[config.mk]
export PLATFORM = sky130hd
export DESIGN_NAME = lexical_token_scanner_core
export DESIGN_NICKNAME = d
export VERILOG_FILES = /design/src/hdl/lts_pkg.sv /design/src/hdl/lts_front.sv /design/src/hdl/lts_queue.sv /design/src/hdl/lts_back.sv /design/src/hdl/lexical_token_scanner_core.sv
export VERILOG_INCLUDE_DIRS = /design/src /design/src/hdl
export SDC_FILE = /design/constraint.sdc
export NUM_CORES = 1
export LEC_CHECK = 0
export BUFFER_PORTS_ARGS = -buffer_cell sky130_fd_sc_hd__buf_2
export CAP_MARGIN = 20
export CORE_ASPECT_RATIO = 1.1
export CORE_MARGIN = 4
export CORE_UTILIZATION = 45
export CTS_BUF_LIST = sky130_fd_sc_hd__clkbuf_4 sky130_fd_sc_hd__clkbuf_8 sky130_fd_sc_hd__clkbuf_16
export CTS_CLUSTER_DIAMETER = 40
export CTS_CLUSTER_SIZE = 30
export DETAILED_ROUTE_END_ITERATION = 6
export HOLD_SLACK_MARGIN = 0.1
export PLACE_DENSITY = 0.7
export SLEW_MARGIN = 5
export SYNTH_ARGS = -nofsm -noshare
export SYNTH_HDL_FRONTEND = slang
export SYNTH_SLANG_ARGS = --single-unit
[constraint.sdc]
create_clock -name clock -period 6.5 [get_ports clock]
set_clock_uncertainty 0.05 [all_clocks]
set_input_delay 1.3 -clock clock [delete_from_list [all_inputs] [get_ports clock]]
set_output_delay 1.3 -clock clock [all_outputs]
set_load 0.02 [all_outputs]
[src/hdl/lexical_token_scanner_core_macros.svh]
// assertion macros shared by the scanner rtl
// no dependencies; included by the modules that carry checks
`ifndef LEXICAL_TOKEN_SCANNER_CORE_MACROS_SVH
`define LEXICAL_TOKEN_SCANNER_CORE_MACROS_SVH
`ifndef NO_ASSERTIONS
// plain property, checked outside reset
`define LTS_ASSERT(label, clk, rst, prop) \
   label: assert property (@(posedge clk) disable iff (rst) prop) \
      else $error("lexical scanner check failed");
// same-cycle implication, checked outside reset
`define LTS_ASSERT_IMPL(label, clk, rst, ante, cons) \
   label: assert property (@(posedge clk) disable iff (rst) (ante) |-> (cons)) \
      else $error("lexical scanner check failed");
// next-cycle implication, checked outside reset
`define LTS_ASSERT_NEXT(label, clk, rst, ante, cons) \
   label: assert property (@(posedge clk) disable iff (rst) (ante) |=> (cons)) \
      else $error("lexical scanner check failed");
`else
`define LTS_ASSERT(label, clk, rst, prop)
`define LTS_ASSERT_IMPL(label, clk, rst, ante, cons)
`define LTS_ASSERT_NEXT(label, clk, rst, ante, cons)
`endif
`endif

[src/hdl/lts_pkg.sv]
// shared types, token codes, character constants and classifiers for the scanner
// no dependencies; imported by every scanner module
package lts_pkg;

   // default sizes
   localparam int POS_BITS_DEFAULT    = 24;
   localparam int LINE_BITS_DEFAULT   = 20;
   localparam int QUEUE_DEPTH_DEFAULT = 4;

   localparam int KIND_W = 5;
   localparam int ERR_W  = 2;

   // input commands
   localparam logic CMD_BYTE = 1'b0;
   localparam logic CMD_END  = 1'b1;

   // token kinds
   localparam logic [KIND_W-1:0] KIND_PLUS      = 5'd0;
   localparam logic [KIND_W-1:0] KIND_MINUS     = 5'd1;
   localparam logic [KIND_W-1:0] KIND_STAR      = 5'd2;
   localparam logic [KIND_W-1:0] KIND_SLASH     = 5'd3;
   localparam logic [KIND_W-1:0] KIND_LPAREN    = 5'd4;
   localparam logic [KIND_W-1:0] KIND_RPAREN    = 5'd5;
   localparam logic [KIND_W-1:0] KIND_LBRACE    = 5'd6;
   localparam logic [KIND_W-1:0] KIND_RBRACE    = 5'd7;
   localparam logic [KIND_W-1:0] KIND_SEMICOLON = 5'd8;
   localparam logic [KIND_W-1:0] KIND_COMMA     = 5'd9;
   localparam logic [KIND_W-1:0] KIND_DOT       = 5'd10;
   localparam logic [KIND_W-1:0] KIND_EQUAL     = 5'd11;
   localparam logic [KIND_W-1:0] KIND_BANG      = 5'd13;
   localparam logic [KIND_W-1:0] KIND_GREATER   = 5'd15;
   localparam logic [KIND_W-1:0] KIND_LESS      = 5'd17;
   localparam logic [KIND_W-1:0] KIND_STRING    = 5'd19;
   localparam logic [KIND_W-1:0] KIND_NUMBER    = 5'd20;
   localparam logic [KIND_W-1:0] KIND_IDENT     = 5'd21;
   localparam logic [KIND_W-1:0] KIND_ERROR     = 5'd22;
   localparam logic [KIND_W-1:0] KIND_EOF       = 5'd23;

   // error codes
   localparam logic [ERR_W-1:0] ERR_NONE         = 2'd0;
   localparam logic [ERR_W-1:0] ERR_UNKNOWN_CHAR = 2'd1;
   localparam logic [ERR_W-1:0] ERR_OPEN_STRING  = 2'd2;

   // characters
   localparam logic [7:0] CH_UNDERSCORE = 8'h5F;
   localparam logic [7:0] CH_SLASH      = 8'h2F;
   localparam logic [7:0] CH_EQUAL      = 8'h3D;
   localparam logic [7:0] CH_DOT        = 8'h2E;
   localparam logic [7:0] CH_ZERO       = 8'h30;
   localparam logic [7:0] CH_NINE       = 8'h39;
   localparam logic [7:0] CH_NEWLINE    = 8'h0A;
   localparam logic [7:0] CH_QUOTE      = 8'h22;
   localparam logic [7:0] CH_SPACE      = 8'h20;
   localparam logic [7:0] CH_TAB        = 8'h09;
   localparam logic [7:0] CH_CR         = 8'h0D;
   localparam logic [7:0] CH_BANG       = 8'h21;
   localparam logic [7:0] CH_GREATER    = 8'h3E;
   localparam logic [7:0] CH_LESS       = 8'h3C;
   localparam logic [7:0] CH_PLUS       = 8'h2B;
   localparam logic [7:0] CH_MINUS      = 8'h2D;
   localparam logic [7:0] CH_STAR       = 8'h2A;
   localparam logic [7:0] CH_LPAREN     = 8'h28;
   localparam logic [7:0] CH_RPAREN     = 8'h29;
   localparam logic [7:0] CH_LBRACE     = 8'h7B;
   localparam logic [7:0] CH_RBRACE     = 8'h7D;
   localparam logic [7:0] CH_SEMICOLON  = 8'h3B;
   localparam logic [7:0] CH_COMMA      = 8'h2C;
   localparam logic [7:0] CH_LOWER_A    = 8'h61;
   localparam logic [7:0] CH_LOWER_Z    = 8'h7A;
   localparam logic [7:0] CH_UPPER_A    = 8'h41;
   localparam logic [7:0] CH_UPPER_Z    = 8'h5A;

   // scanner modes, one-hot
   typedef enum logic [10:0] {
      MODE_IDLE     = 11'b000_0000_0001,
      MODE_SLASH    = 11'b000_0000_0010,
      MODE_EQ       = 11'b000_0000_0100,
      MODE_BANG     = 11'b000_0000_1000,
      MODE_GT       = 11'b000_0001_0000,
      MODE_LT       = 11'b000_0010_0000,
      MODE_NUM_INT  = 11'b000_0100_0000,
      MODE_NUM_FRAC = 11'b000_1000_0000,
      MODE_IDENT    = 11'b001_0000_0000,
      MODE_STRING   = 11'b010_0000_0000,
      MODE_COMMENT  = 11'b100_0000_0000
   } scan_mode_type;

   // queue status seen by front and back
   typedef struct packed {
      logic full;
      logic empty;
   } queue_status_type;

   // single-character operator lookup
   typedef struct packed {
      logic              hit;
      logic [KIND_W-1:0] kind;
   } single_op_type;

   function automatic logic is_digit(input logic [7:0] c);
      return (c >= CH_ZERO) && (c <= CH_NINE);
   endfunction

   function automatic logic is_word_start(input logic [7:0] c);
      return ((c >= CH_LOWER_A) && (c <= CH_LOWER_Z)) ||
             ((c >= CH_UPPER_A) && (c <= CH_UPPER_Z)) || (c == CH_UNDERSCORE);
   endfunction

   function automatic logic is_blank(input logic [7:0] c);
      return (c == CH_SPACE) || (c == CH_TAB) || (c == CH_CR);
   endfunction

   function automatic single_op_type single_op(input logic [7:0] c);
      single_op_type r;
      r.hit  = 1'b1;
      r.kind = KIND_PLUS;
      unique case (c)
         CH_PLUS:      r.kind = KIND_PLUS;
         CH_MINUS:     r.kind = KIND_MINUS;
         CH_STAR:      r.kind = KIND_STAR;
         CH_LPAREN:    r.kind = KIND_LPAREN;
         CH_RPAREN:    r.kind = KIND_RPAREN;
         CH_LBRACE:    r.kind = KIND_LBRACE;
         CH_RBRACE:    r.kind = KIND_RBRACE;
         CH_SEMICOLON: r.kind = KIND_SEMICOLON;
         CH_COMMA:     r.kind = KIND_COMMA;
         CH_DOT:       r.kind = KIND_DOT;
         default:      r.hit  = 1'b0;
      endcase
      return r;
   endfunction

endpackage

[src/hdl/lts_front.sv]
// scanner front: takes bytes, tracks mode, position and line, builds result pairs
// depends on lts_pkg and the assertion macro header
`include "lexical_token_scanner_core_macros.svh"

module lts_front import lts_pkg::*; #(
   parameter int POSITION_BITS = POS_BITS_DEFAULT,
   parameter int LINE_BITS     = LINE_BITS_DEFAULT,
   parameter int TOK_W         = KIND_W + ERR_W + 2 * POS_BITS_DEFAULT + LINE_BITS_DEFAULT,
   parameter int ENTRY_W       = 1 + 2 * TOK_W
) (
   input  logic                     clock,
   input  logic                     reset,
   input  logic                     req_valid,
   output logic                     req_stall,
   input  logic                     req_cmd,
   input  logic [7:0]               req_char_in,
   input  queue_status_type         q_status,
   output logic                     push_valid,
   output logic [ENTRY_W-1:0]       push_data
);

   scan_mode_type            mode_ff, mode_in;
   logic [POSITION_BITS-1:0] start_ff, start_in;
   logic [POSITION_BITS-1:0] pos_ff, pos_in;
   logic [LINE_BITS-1:0]     line_ff, line_in;

   logic                     accept;
   logic [POSITION_BITS-1:0] nx;
   logic                     fresh;
   logic                     held_v;
   logic [KIND_W-1:0]        held_kind;
   logic [ERR_W-1:0]         held_err;
   logic [POSITION_BITS-1:0] held_end;
   logic                     new_v;
   logic [KIND_W-1:0]        new_kind;
   logic [ERR_W-1:0]         new_err;
   logic [POSITION_BITS-1:0] new_start;
   logic [POSITION_BITS-1:0] new_end;
   logic [KIND_W-1:0]        cmp_kind;
   single_op_type            op;
   logic [TOK_W-1:0]         held_tok, new_tok;

   assign req_stall = q_status.full;
   assign accept    = req_valid && !req_stall;
   assign nx        = (pos_ff == '1) ? pos_ff : pos_ff + POSITION_BITS'(1);
   assign op        = single_op(req_char_in);

   // kind of the one-character comparison held in mode
   always_comb begin
      unique case (mode_ff)
         MODE_SLASH:                  cmp_kind = KIND_SLASH;
         MODE_EQ:                     cmp_kind = KIND_EQUAL;
         MODE_BANG:                   cmp_kind = KIND_BANG;
         MODE_GT:                     cmp_kind = KIND_GREATER;
         MODE_LT:                     cmp_kind = KIND_LESS;
         MODE_NUM_INT, MODE_NUM_FRAC: cmp_kind = KIND_NUMBER;
         default:                     cmp_kind = KIND_IDENT;
      endcase
   end

   // mode update and token selection
   always_comb begin
      mode_in   = mode_ff;
      start_in  = start_ff;
      pos_in    = pos_ff;
      line_in   = line_ff;
      fresh     = 1'b0;
      held_v    = 1'b0;
      held_kind = cmp_kind;
      held_err  = ERR_NONE;
      held_end  = pos_ff;
      new_v     = 1'b0;
      new_kind  = KIND_EOF;
      new_err   = ERR_NONE;
      new_start = pos_ff;
      new_end   = pos_ff;

      if (req_cmd == CMD_END) begin
         // flush held token, then end of file, then back to reset state
         held_v = !((mode_ff == MODE_IDLE) || (mode_ff == MODE_COMMENT));
         if (mode_ff == MODE_STRING) begin
            held_kind = KIND_ERROR;
            held_err  = ERR_OPEN_STRING;
         end
         new_v    = 1'b1;
         mode_in  = MODE_IDLE;
         start_in = '0;
         pos_in   = '0;
         line_in  = LINE_BITS'(1);
      end else begin
         pos_in = nx;
         // continue or close the held token
         unique case (mode_ff)
            MODE_IDLE: fresh = 1'b1;
            MODE_SLASH: begin
               if (req_char_in == CH_SLASH) begin
                  mode_in = MODE_COMMENT;
               end else begin
                  held_v = 1'b1;
                  fresh  = 1'b1;
               end
            end
            MODE_EQ, MODE_BANG, MODE_GT, MODE_LT: begin
               held_v = 1'b1;
               if (req_char_in == CH_EQUAL) begin
                  held_kind = cmp_kind + KIND_W'(1);
                  held_end  = nx;
                  mode_in   = MODE_IDLE;
               end else begin
                  fresh = 1'b1;
               end
            end
            MODE_NUM_INT: begin
               if (req_char_in == CH_DOT) begin
                  mode_in = MODE_NUM_FRAC;
               end else if (!is_digit(req_char_in)) begin
                  held_v = 1'b1;
                  fresh  = 1'b1;
               end
            end
            MODE_NUM_FRAC: begin
               if (!is_digit(req_char_in)) begin
                  held_v = 1'b1;
                  fresh  = 1'b1;
               end
            end
            MODE_IDENT: begin
               if (!is_word_start(req_char_in) && !is_digit(req_char_in)) begin
                  held_v = 1'b1;
                  fresh  = 1'b1;
               end
            end
            MODE_STRING: begin
               if (req_char_in == CH_QUOTE) begin
                  held_v    = 1'b1;
                  held_kind = KIND_STRING;
                  held_end  = nx;
                  mode_in   = MODE_IDLE;
               end
            end
            MODE_COMMENT: fresh = (req_char_in == CH_NEWLINE);
            default: fresh = 1'b1;
         endcase

         // start a new token from this byte
         if (fresh) begin
            start_in = pos_ff;
            new_end  = nx;
            mode_in  = MODE_IDLE;
            priority if (req_char_in == CH_NEWLINE) begin
               if (line_ff != '1) line_in = line_ff + LINE_BITS'(1);
            end else if (is_blank(req_char_in)) begin
               mode_in = MODE_IDLE;
            end else if (op.hit) begin
               new_v    = 1'b1;
               new_kind = op.kind;
            end else if (req_char_in == CH_SLASH) begin
               mode_in = MODE_SLASH;
            end else if (req_char_in == CH_EQUAL) begin
               mode_in = MODE_EQ;
            end else if (req_char_in == CH_BANG) begin
               mode_in = MODE_BANG;
            end else if (req_char_in == CH_GREATER) begin
               mode_in = MODE_GT;
            end else if (req_char_in == CH_LESS) begin
               mode_in = MODE_LT;
            end else if (req_char_in == CH_QUOTE) begin
               mode_in = MODE_STRING;
            end else if (is_digit(req_char_in)) begin
               mode_in = MODE_NUM_INT;
            end else if (is_word_start(req_char_in)) begin
               mode_in = MODE_IDENT;
            end else begin
               new_v    = 1'b1;
               new_kind = KIND_ERROR;
               new_err  = ERR_UNKNOWN_CHAR;
            end
         end
      end
   end

   // token records: kind, error, start, length, line
   assign held_tok = {held_kind, held_err, start_ff, held_end - start_ff, line_ff};
   assign new_tok  = {new_kind, new_err, new_start, new_end - new_start, line_ff};

   // first slot always filled first; flag marks a second result
   assign push_valid = accept && (held_v || new_v);
   assign push_data  = {held_v && new_v, new_tok, held_v ? held_tok : new_tok};

   // scanner state
   always_ff @(posedge clock) begin
      if (reset) begin
         mode_ff  <= MODE_IDLE;
         start_ff <= '0;
         pos_ff   <= '0;
         line_ff  <= LINE_BITS'(1);
      end else if (accept) begin
         mode_ff  <= mode_in;
         start_ff <= start_in;
         pos_ff   <= pos_in;
         line_ff  <= line_in;
      end
   end

   // checks
   `LTS_ASSERT_NEXT(a_end_resets, clock, reset, accept && (req_cmd == CMD_END),
      (mode_ff == MODE_IDLE) && (pos_ff == '0) && (line_ff == LINE_BITS'(1)))
   `LTS_ASSERT_IMPL(a_start_behind, clock, reset, mode_ff != MODE_IDLE, start_ff <= pos_ff)

endmodule

[src/hdl/lts_queue.sv]
// short queue of result pairs between the scanner front and the output back
// depends on lts_pkg and the assertion macro header
`include "lexical_token_scanner_core_macros.svh"

module lts_queue import lts_pkg::*; #(
   parameter int DEPTH   = QUEUE_DEPTH_DEFAULT,
   parameter int ENTRY_W = 8
) (
   input  logic               clock,
   input  logic               reset,
   input  logic               push_valid,
   input  logic [ENTRY_W-1:0] push_data,
   input  logic               pop,
   output queue_status_type   q_status,
   output logic [ENTRY_W-1:0] head_data
);

   localparam int PTR_W = (DEPTH > 1) ? $clog2(DEPTH) : 1;
   localparam int CNT_W = $clog2(DEPTH + 1);

   logic [ENTRY_W-1:0] slot_ff [DEPTH];
   logic [PTR_W-1:0]   wr_ff, wr_in;
   logic [PTR_W-1:0]   rd_ff, rd_in;
   logic [CNT_W-1:0]   count_ff, count_in;

   assign q_status.full  = (count_ff == CNT_W'(DEPTH));
   assign q_status.empty = (count_ff == '0);
   assign head_data      = slot_ff[rd_ff];

   // pointer and fill count update
   always_comb begin
      wr_in    = wr_ff;
      rd_in    = rd_ff;
      count_in = count_ff;
      if (push_valid) wr_in = (wr_ff == PTR_W'(DEPTH - 1)) ? '0 : wr_ff + PTR_W'(1);
      if (pop)        rd_in = (rd_ff == PTR_W'(DEPTH - 1)) ? '0 : rd_ff + PTR_W'(1);
      if (push_valid && !pop)      count_in = count_ff + CNT_W'(1);
      else if (!push_valid && pop) count_in = count_ff - CNT_W'(1);
   end

   always_ff @(posedge clock) begin
      if (reset) begin
         wr_ff    <= '0;
         rd_ff    <= '0;
         count_ff <= '0;
      end else begin
         wr_ff    <= wr_in;
         rd_ff    <= rd_in;
         count_ff <= count_in;
      end
   end

   // storage
   always_ff @(posedge clock) begin
      if (push_valid) slot_ff[wr_ff] <= push_data;
   end

   // checks
   `LTS_ASSERT(a_count_bound, clock, reset, count_ff <= CNT_W'(DEPTH))
   `LTS_ASSERT_IMPL(a_no_overflow, clock, reset, q_status.full && !pop, !push_valid)

endmodule

[src/hdl/lts_back.sv]
// output back: drains result pairs from the queue, one result per transfer
// depends on lts_pkg and the assertion macro header
`include "lexical_token_scanner_core_macros.svh"

module lts_back import lts_pkg::*; #(
   parameter int POSITION_BITS = POS_BITS_DEFAULT,
   parameter int LINE_BITS     = LINE_BITS_DEFAULT,
   parameter int TOK_W         = KIND_W + ERR_W + 2 * POS_BITS_DEFAULT + LINE_BITS_DEFAULT,
   parameter int ENTRY_W       = 1 + 2 * TOK_W
) (
   input  logic                     clock,
   input  logic                     reset,
   input  queue_status_type         q_status,
   input  logic [ENTRY_W-1:0]       head_data,
   output logic                     pop,
   output logic                     rsp_valid,
   input  logic                     rsp_stall,
   output logic [KIND_W-1:0]        rsp_token_kind,
   output logic [ERR_W-1:0]         rsp_error_code,
   output logic [POSITION_BITS-1:0] rsp_start_offset,
   output logic [POSITION_BITS-1:0] rsp_token_length,
   output logic [LINE_BITS-1:0]     rsp_line_number,
   output logic                     rsp_last_result
);

   logic                     rsp_valid_ff;
   logic                     half_ff;
   logic [TOK_W-1:0]         tok_ff;
   logic                     last_ff;
   logic                     advance;
   logic                     take;
   logic                     two;
   logic [TOK_W-1:0]         tok_sel;

   assign advance = !rsp_valid_ff || !rsp_stall;
   assign take    = advance && !q_status.empty;
   assign two     = head_data[ENTRY_W-1];
   assign tok_sel = half_ff ? head_data[2*TOK_W-1:TOK_W] : head_data[TOK_W-1:0];
   assign pop     = take && (!two || half_ff);

   // output register control
   always_ff @(posedge clock) begin
      if (reset) begin
         rsp_valid_ff <= 1'b0;
         half_ff      <= 1'b0;
      end else if (advance) begin
         rsp_valid_ff <= take;
         if (take) half_ff <= two && !half_ff;
      end
   end

   // output payload
   always_ff @(posedge clock) begin
      if (take) begin
         tok_ff  <= tok_sel;
         last_ff <= !two || half_ff;
      end
   end

   assign rsp_valid        = rsp_valid_ff;
   assign rsp_last_result  = last_ff;
   assign rsp_line_number  = tok_ff[LINE_BITS-1:0];
   assign rsp_token_length = tok_ff[LINE_BITS +: POSITION_BITS];
   assign rsp_start_offset = tok_ff[LINE_BITS + POSITION_BITS +: POSITION_BITS];
   assign rsp_error_code   = tok_ff[LINE_BITS + 2 * POSITION_BITS +: ERR_W];
   assign rsp_token_kind   = tok_ff[TOK_W-1 -: KIND_W];

   // checks
   `LTS_ASSERT_NEXT(a_pair_follows, clock, reset,
      rsp_valid_ff && !rsp_stall && !last_ff, rsp_valid_ff && last_ff)
   `LTS_ASSERT_IMPL(a_half_needs_entry, clock, reset, half_ff, !q_status.empty)

endmodule

[src/hdl/lexical_token_scanner_core.sv]
// Lexical token scanner. Source bytes (req_cmd = 0) and an end marker
// (req_cmd = 1) enter on the req_ channel, at most one transfer per cycle;
// tokens leave on the rsp_ channel, one per transfer, with rsp_last_result
// set on the final token caused by an input. An input gives zero, one or two
// tokens. The scanner front updates its mode, position and line counters in
// the cycle a byte is taken, so input runs at one byte per cycle for as long
// as the result queue (QUEUE_DEPTH pairs) has room; the output back moves one
// token per cycle while rsp_stall is low, so an input that yields two tokens
// holds the result port for both of them, and each token passes through the
// result queue and the output register. Position and line counts saturate;
// after the end marker the front's mode, position and line return to reset.
// depends on lts_pkg and the front, queue and back modules

module lexical_token_scanner_core import lts_pkg::*; #(
   parameter int POSITION_BITS = POS_BITS_DEFAULT,
   parameter int LINE_BITS     = LINE_BITS_DEFAULT,
   parameter int QUEUE_DEPTH   = QUEUE_DEPTH_DEFAULT
) (
   input  logic                     clock,
   input  logic                     reset,
   input  logic                     req_valid,
   output logic                     req_stall,
   input  logic                     req_cmd,
   input  logic [7:0]               req_char_in,
   output logic                     rsp_valid,
   input  logic                     rsp_stall,
   output logic [KIND_W-1:0]        rsp_token_kind,
   output logic [ERR_W-1:0]         rsp_error_code,
   output logic [POSITION_BITS-1:0] rsp_start_offset,
   output logic [POSITION_BITS-1:0] rsp_token_length,
   output logic [LINE_BITS-1:0]     rsp_line_number,
   output logic                     rsp_last_result
);

   localparam int TOK_W   = KIND_W + ERR_W + 2 * POSITION_BITS + LINE_BITS;
   localparam int ENTRY_W = 1 + 2 * TOK_W;

   queue_status_type   q_status;
   logic               push_valid;
   logic [ENTRY_W-1:0] push_data;
   logic               pop;
   logic [ENTRY_W-1:0] head_data;

   // byte scanning
   lts_front #(
      .POSITION_BITS (POSITION_BITS),
      .LINE_BITS     (LINE_BITS),
      .TOK_W         (TOK_W),
      .ENTRY_W       (ENTRY_W)
   ) u_front (
      .clock       (clock),
      .reset       (reset),
      .req_valid   (req_valid),
      .req_stall   (req_stall),
      .req_cmd     (req_cmd),
      .req_char_in (req_char_in),
      .q_status    (q_status),
      .push_valid  (push_valid),
      .push_data   (push_data)
   );

   // result pair queue
   lts_queue #(
      .DEPTH   (QUEUE_DEPTH),
      .ENTRY_W (ENTRY_W)
   ) u_queue (
      .clock      (clock),
      .reset      (reset),
      .push_valid (push_valid),
      .push_data  (push_data),
      .pop        (pop),
      .q_status   (q_status),
      .head_data  (head_data)
   );

   // token output
   lts_back #(
      .POSITION_BITS (POSITION_BITS),
      .LINE_BITS     (LINE_BITS),
      .TOK_W         (TOK_W),
      .ENTRY_W       (ENTRY_W)
   ) u_back (
      .clock            (clock),
      .reset            (reset),
      .q_status         (q_status),
      .head_data        (head_data),
      .pop              (pop),
      .rsp_valid        (rsp_valid),
      .rsp_stall        (rsp_stall),
      .rsp_token_kind   (rsp_token_kind),
      .rsp_error_code   (rsp_error_code),
      .rsp_start_offset (rsp_start_offset),
      .rsp_token_length (rsp_token_length),
      .rsp_line_number  (rsp_line_number),
      .rsp_last_result  (rsp_last_result)
   );

endmodule
==> results of run 1 <==
## worst max-delay path: cells and delay by family
family	cells	cell delay [ns]
xor+xnor	2	0.31
mux	1	0.30
simple gates	6	1.43
fa+ha+maj	2	0.42
buf+inv	2	0.28
compound gates	8	2.04
## kinds of logic after synthesis
group                      after synthesis
xor gates and xnor gates                97
DFF                                    686
muxes                                  202
and+or+nand+nor                        502
AOI/OAI and AO/OA                      321
buffers and inverters                  161
adders and majority gates               58
## power groups by stage
stage               clock (mW)  combinational, mW  sequential (mW)
CTS                       4.81               2.64             5.82
finish                    4.72               2.59             5.80
global placement             0               2.60             5.87
global route              5.02               2.77             5.86
floorplan                    0               1.45             6.17
detailed placement           0               2.63             5.91
## synth_stat cells, drive strengths merged (15+ instances only)
cell type / number / area [um^2]
edfxtp: 596 / 17900
nor2: 152 / 571
mux4: 130 / 2930
nand2: 129 / 484
o21ai: 93 / 465
dfxtp: 90 / 1800
a21oi: 79 / 395
clkbuf: 75 / 282
xnor2: 75 / 657
mux2: 64 / 721
inv: 63 / 236
ha: 55 / 688
nor3: 47 / 235
nand3: 41 / 205
a22oi: 25 / 188
xor2: 22 / 193
a21o: 21 / 158
buf: 21 / 91.3
nand2b: 20 / 125
and3: 19 / 119
o21a: 16 / 120
nand4: 15 / 93.8
nor2b: 15 / 93.8
or3: 15 / 98.8
## worst min path at each step
stage | from | endpoint | slack (ns) | cells past startpoint
2_1_floorplan | u_front.new_start[2] | u_queue.slot_ff[0][121] | 0.41 | 0
3_5_place_dp | u_queue.count_ff[2] | u_queue.count_ff[2] | 0.45 | 2
3_3_place_gp | u_queue.count_ff[2] | u_queue.count_ff[2] | 0.43 | 2
6_report | u_queue.count_ff[2] | u_queue.count_ff[2] | 0.47 | 2
4_1_cts | u_queue.count_ff[2] | u_queue.count_ff[2] | 0.46 | 2
5_1_grt | u_queue.count_ff[2] | u_queue.count_ff[2] | 0.47 | 2
## registers in the layout, indices dropped and copies added (netlist names), named ones only
name / flops
u_queue.slot_ff: 520
u_back.tok_ff: 75
u_front.new_start: 24
u_front.start_ff: 24
u_front.line_ff: 20
u_front.mode_ff: 11
u_queue.count_ff: 3
u_queue.rd_ff: 2
u_queue.wr_ff: 2
u_back.half_ff: 1
u_back.rsp_last_result: 1
u_back.rsp_valid: 1
## layer usage
metal,up-vias,track usage,part of all wire
met2,545,0.328,0.49
li1,8152,-,-
met1,9114,0.271,0.43
met4,0,0.0751,0.035
met5,-,0,0
met3,135,0.0279,0.048
## stage by stage
stage	hold WS [ns]	utilization	setup slack [ns]	power (mW)
detailed placement	0.451	0.482	0.0946	8.53
global route	0.475	0.526	0.348	13.6
floorplan	0.408	-	0.284	7.62
finish	0.467	0.526	0.725	13.1
CTS	0.462	0.526	0.765	13.3
global placement	0.431	0.482	0.189	8.48
## layout make-up
| cell class | instances | area [um^2] |
|---|---|---|
| clock inverter | 62 | 782 |
| multi-input combinational | 1180 | 9830 |
| sequential | 686 | 19700 |
| inverter | 65 | 244 |
| timing repair buffer | 162 | 1090 |
| clock buffer | 88 | 2130 |
| fill | 5264 | 31400 |
| tap | 858 | 1070 |
==> metrics.md, run 1 <==
| Metric | Value |
|---|---|
| Status | `finished clean` |
| First-pass GRT wire length | `~110000 um` |
| Port-buffer cells | `90` |
| Unrepaired setup endpoints after global routing | `false` |
| XOR/XNOR share of the synthesized area | `0.0282` |
| Cell count after synthesis | `2027` |
| Slowest cell delay on critical path | `a little under 0.6 ns` |
| Mapped Nets | `between 2000 and 2500` |
| Adder-cell share of the synthesized area | `0.0249` |
| Sw Ratio | `0.285` |
| R2R depth | `19` |
| Cts hold-fix bufs | `0` |
| Syn_area_per_cell | `roughly 15 um^2` |
| CTS H-tree lvls | `3` |
| Total global routing overflow | `0` |
| Mapped cell area | `between 30000 and 40000 um^2` |
| Sequential fraction of the synthesis area | `0.655` |
| Final Hold Fails | `0` |
| Design area | `34900 um^2` |
| CTS Buf Count | `~80` |
| Int Power | `9.38 mW` |
| Most frequent cells in the layout | `edfxtp_1 (596), nor2_1 (152), mux4_2 (130)` |
| Final setup violation count | `0` |
| Row cnt | `approximately 100` |
| Slew @ Worst Pin | `between 1 and 1.5 ns` |
| Final min period | `5.77 ns` |
| CTS sink cnt | `between 600 and 700` |
| Worst hold path class | `register to register` |
| Compound-gate portion of the synthesized area | `0.0683` |
| Largest family of logic cells by synthesized area | `multiplexers` |
| Startpoint type of the worst setup path | `input pin` |
| GPL Wtd Cong | `~0.93` |
| Mux cell area share after synthesis | `0.124` |
| Post-synth ARST share | `0` |
| Net Sw Power | `3.74 mW` |
| Vias per inst | `between 5 and 6` |
| Largest net degree at the start of global routing | `80` |
| Wire per inst | `about 23 um` |
| Final period util | `0.888` |
| Clk root buf | `clkbuf_16` |
| All-Layer GR Usage | `0.199` |
| Placed inst area | `~32000 um^2` |
| CP Max Fanout | `13` |
| CTS max path bufs | `3` |
| Crit Path Class | `input pin to register` |
| Library cells used by synthesis | `80` |
| Fmax | `approximately 170 MHz` |
| Arr. time, crit path | `roughly 6.1 ns` |
| RR Endpoint | `u_queue.slot_ff[2][42]` |
| Core area | `66300 um^2` |
| Sequential share of power | `0.442` |
| Worst reg2reg path startpoint | `u_front.new_start[1]` |
| First drt pass iteration count | `5` |
| Ant diodes | `0` |
| CP required | `6.81 ns` |
| Residual DRC | `0` |
| Max Transition Viols Final | `0` |
| Vias | `approximately 18000` |
| Post-synth EDFFs | `596` |
| MaxCap Viol Count | `0` |
| #FFs+latches synth | `686` |
| Worst vdd ir | `0.189 mV` |
| Ports | `91` |
| Post-Synth Simple-Gate Area | `0.0796` |
| Power share of the clock group | `0.360` |
| Die area | `about 71000 um^2` |
| Vias in the first global route | `around 18000` |
| Gate power share | `0.198` |
| Post-CTS resize count | `0` |
| Post-synth top flop | `edfxtp_1` |
| Flop-to-flop setup slack | `~0.77 ns` |
| Antenna Nets Post-Route | `0` |
| Layout area overhead | `15.8%` |
| Total Wirelength | `70600 um` |
| Most common cell after layout, fill and taps aside | `edfxtp_1` |
| Yosys warns | `0` |
| Setup TNS | `0 ns` |
| Top cell by count, worst path | `nor2_1` |
| P_leak | `11.8 nW` |
| Worst setup path start | `req_char_in[4]` |
| Antenna violations before repair | `0` |
| Clock-pin slew on the worst setup and hold paths | `roughly 0.060 ns` |
| NumNets Final | `approximately 2200` |
| Post-Place Cells | `2951` |
| PwrDens | `approximately 380 nW/um^2` |
| Layout cells sized above 1 | `0.237` |
| Crit-path slowest cell | `or4_1` |
| Critical Path End Type | `register` |
| Die H | `279 um` |
| Die Wd | `between 200 and 300 um` |
| Crit-path cells | `buf_2 -> buf_4 -> nor2_1 -> nand2_1 -> or4_1 -> nor2_1 -> a311o_2 -> o21ai_2 -> nor2_1 -> xnor2_1 -> ha_1 -> fa_1 -> nor2b_1 -> o31a_1 -> o311a_1 -> o21ai_0 -> a31oi_1 -> a41o_1 -> o41a_1 -> xnor2_1 -> mux2_2` |
| Final cell count without fillers | `between 3000 and 4000` |
| Hpwl dp | `about 47000 um` |
| Starting density of the core | `0.454` |
| Slew margin rel. | `0.233` |
| Skew-Pair Late Insertion Delay | `between 0.6 and 0.7 ns` |
| Crit path to | `u_queue.slot_ff[2][42]` |
| Post CTS Setup Buffer Count | `0` |
| 1st-iter DRT viols | `approximately 1400` |
| CTS tree | `built` |
No activity file was read; power rests on OpenSTA's default activity.
==> inputs of run 2 (changes only) <==
--- a/config.mk
+++ b/config.mk
@@ -8,7 +8,6 @@
 export LEC_CHECK = 0
 export BUFFER_PORTS_ARGS = -buffer_cell sky130_fd_sc_hd__buf_2
 export CAP_MARGIN = 20
-export CORE_ASPECT_RATIO = 1.1
 export CORE_MARGIN = 4
 export CORE_UTILIZATION = 45
 export CTS_BUF_LIST = sky130_fd_sc_hd__clkbuf_4 sky130_fd_sc_hd__clkbuf_8 sky130_fd_sc_hd__clkbuf_16
==> metrics.md, run 2 (synthesis results as in run 1) <==
| Metric | Value |
|---|---|
| First drt pass iteration count | `6 (+1)` |
| Row cnt | `94 (-5.1%)` |
| Die Wd | `267 um (+4.7%)` |
| Fmax | `170 MHz (-2.0%)` |
| Antenna violations before repair | `1 (+1)` |
| Power share of the clock group | `0.372 (+0.012)` |
| Largest Register | `u_queue.slot_ff` |
| CP required | `6.81 ns (about the same)` |
| Largest net degree at the start of global routing | `75 (-6.3%)` |
| Max reg flops | `520 (unchanged)` |
| Final cell count without fillers | `3124 (+0.74%)` |
| Vias per inst | `5.77 (-0.25%)` |
| Worst vdd ir | `0.261 mV (+38%)` |
| CTS H-tree lvls | `3 (unchanged)` |
| Final period util | `0.906 (+0.0180)` |
| Port-buffer cells | `90 (unchanged)` |
| Final min period | `5.89 ns (+0.117 ns)` |
| P_leak | `11.9 nW (+1.1%)` |
| Worst setup path start | `req_char_in[4]` |
| Sequential share of power | `0.435 (-0.007)` |
| Clock-pin slew on the worst setup and hold paths | `0.06 ns (about the same)` |
| # fillers | `5262 (-0.038%)` |
| GR Util met1 | `0.291 (+0.0206)` |
| CP Max Fanout | `22 (+9)` |
| All-Layer GR Usage | `0.201 (+0.00215)` |
| Post CTS Setup Buffer Count | `0 (unchanged)` |
| Clk root buf | `clkbuf_16` |
| Setup TNS | `0 ns (unchanged)` |
| Gate power share | `0.192 (-0.006)` |
| Post-Place Cells | `2962 (+0.37%)` |
| PwrDens | `380 nW/um^2 (+1.0%)` |
| 1st-iter DRT viols | `1450 (+7.0%)` |
| Slew @ Worst Pin | `1.09 ns (-0.0552 ns)` |
| CTS Buf Count | `86 (+6.2%)` |
| GPL Wtd Cong | `0.913 (-1.5%)` |
| Flop-to-flop setup slack | `0.75 ns (-0.02 ns)` |
| Final Hold Fails | `0 (unchanged)` |
| NumNets Final | `2257 (+0.45%)` |
| R2R depth | `20 (+1)` |
| Status | `finished clean` |
| CTS tree | `built` |
| Core area | `66000 um^2 (-0.44%)` |
| Worst reg2reg path startpoint | `u_front.mode_ff[1]` |
| Worst slack at placement | `0.0258 ns (-0.0689 ns)` |
| Wire per inst | `22.7 um (-0.29%)` |
| Ant diodes | `0 (unchanged)` |
| Cts hold-fix bufs | `0 (unchanged)` |
| Die H | `267 um (-4.5%)` |
| CTS max path bufs | `3 (unchanged)` |
| Int Power | `9.54 mW (+1.7%)` |
| Die area | `71100 um^2 (about the same)` |
| Crit Path Class | `input pin to register` |
| Ports | `91 (unchanged)` |
| Unrepaired setup endpoints after global routing | `false` |
| Final hold slack | `0.457 ns (-0.00948 ns)` |
| Top Usage Layer GRT | `met2` |
| Crit path to | `u_queue.slot_ff[1][42]` |
| RR Endpoint | `u_queue.slot_ff[1][42]` |
| CTS sink cnt | `686 (unchanged)` |
| Vias | `18000 (+0.49%)` |
| Arr. time, crit path | `6.20 ns (+0.12 ns)` |
| Total global routing overflow | `0 (unchanged)` |
| Global Route met2 Usage | `0.322 (-0.00609)` |
| Most common cell after layout, fill and taps aside | `edfxtp_1` |
| First-pass GRT wire length | `109000 um (+0.98%)` |
| Layout area overhead | `16.7%` |
| Most frequent cells in the layout | `edfxtp_1 (596), nor2_1 (152), mux4_2 (130)` |
| Total Wirelength | `70900 um (+0.45%)` |
| MaxCap Viol Count | `0 (unchanged)` |
| Slew margin rel. | `0.270 (+0.0369)` |
| Antenna Nets Post-Route | `0 (unchanged)` |
| Slowest cell delay on critical path | `0.58 ns (about the same)` |
| Net Sw Power | `3.80 mW (+1.8%)` |
| Top delay family on crit path | `compound AO/OA/AOI/OAI gates` |
| Vias in the first global route | `17900 (-1.1%)` |
| Hpwl dp | `46300 um (-1.1%)` |
| Met3 usage | `0.0289 (+0.00109)` |
| Skew-Pair Late Insertion Delay | `0.64 ns (+0.02 ns)` |
| Largest registers | `u_queue.slot_ff (520), u_back.tok_ff (75)` |
| Buffer and inverter count on the worst path | `2 (unchanged)` |
| Max Transition Viols Final | `0 (unchanged)` |
| Residual DRC | `0 (unchanged)` |
| Startpoint type of the worst setup path | `input pin` |
| Crit-path cells | `buf_2 -> or4b_4 -> o31ai_1 -> a21boi_1 -> o21ai_0 -> nand2_1 -> o21ai_2 -> buf_4 -> nor2_1 -> xnor2_1 -> ha_1 -> o21a_1 -> o31a_1 -> o311a_1 -> o21ai_0 -> a31oi_1 -> a41o_1 -> o41a_1 -> xnor2_1 -> mux2_2` |
| Setup ws final | `0.608 ns (-0.117 ns)` |
| Worst hold path class | `register to register` |
| Final setup violation count | `0 (unchanged)` |
| Layout cells sized above 1 | `0.243 (+0.00663)` |
| Post-CTS resize count | `0 (unchanged)` |
| Critical Path End Type | `register` |
| Starting density of the core | `0.456 (+0.00199)` |
| Crit-path slowest cell | `or4b_4` |
| Critical Path Stages | `20 (-4.8%)` |
| Sw Ratio | `0.285 (about the same)` |
[run 2: cell count changes in the layout (fill, tap and decap cells not counted), moves of 2 or more]
cell | before | now
clkinv_1 | 6 | 4
buf_4 | 64 | 69
inv_8 | 11 | 8
clkbuf_8 | 0 | 3
inv_6 | 8 | 16
clkbuf_16 | 84 | 88
[run 2: tightest hold or removal path, cell delays in order (launching register included)]
cell     delay (ns)
dfxtp_1        0.34
nand2_1        0.07
a21oi_1        0.05
[run 2: area by class of cell]
type                       instances  area, um^2  share of cell area
multi-input combinational       1180        9830               0.280
timing repair buffer             167        1130              0.0321
inverter                          65         244             0.00695
sequential                       686       19700               0.561
clock inverter                    67         846              0.0241
clock buffer                      95        2270              0.0648
tap                              864        1080              0.0308
[run 2: per-layer routing]
| metal | vias up | share of wire |
|---|---|---|
| met5 | - | 0 |
| met4 | 0 | 0.021 |
| met3 | 88 | 0.054 |
| met2 | 561 | 0.47 |
| met1 | 9209 | 0.45 |
| li1 | 8176 | - |
[run 2: stage by stage]
step | instance area [um^2] | power (mW) | util
after global placement | 32000 | 8.45 | 0.485
after CTS | 35100 | 13.5 | 0.532
after floorplan | 30100 | 7.62 | -
after global routing | 35100 | 13.9 | 0.532
after detailed placement | 32000 | 8.52 | 0.485
final | 35100 | 13.3 | 0.532
[run 2: power by group through the flow]
| stage | clock network [mW] | registers [mW] | logic [mW] |
|---|---|---|---|
| after floorplan | 0 | 6.17 | 1.45 |
| after global placement | 0 | 5.88 | 2.57 |
| after detailed placement | 0 | 5.91 | 2.61 |
| after CTS | 5.07 | 5.82 | 2.63 |
| after global routing | 5.29 | 5.87 | 2.76 |
| final | 4.97 | 5.81 | 2.56 |
[run 2: worst min-delay path by stage]
stage | startpoint | cells past startpoint | end
CTS | u_back.rsp_valid | 2 | u_back.rsp_valid
finish | u_back.rsp_valid | 2 | u_back.rsp_valid
floorplan | u_front.new_start[2] | 0 | u_queue.slot_ff[0][121]
detailed placement | u_back.rsp_valid | 2 | u_back.rsp_valid
global placement | u_queue.count_ff[2] | 2 | u_queue.count_ff[2]
global route | u_front.line_ff[10] | 0 | u_queue.slot_ff[1][85]
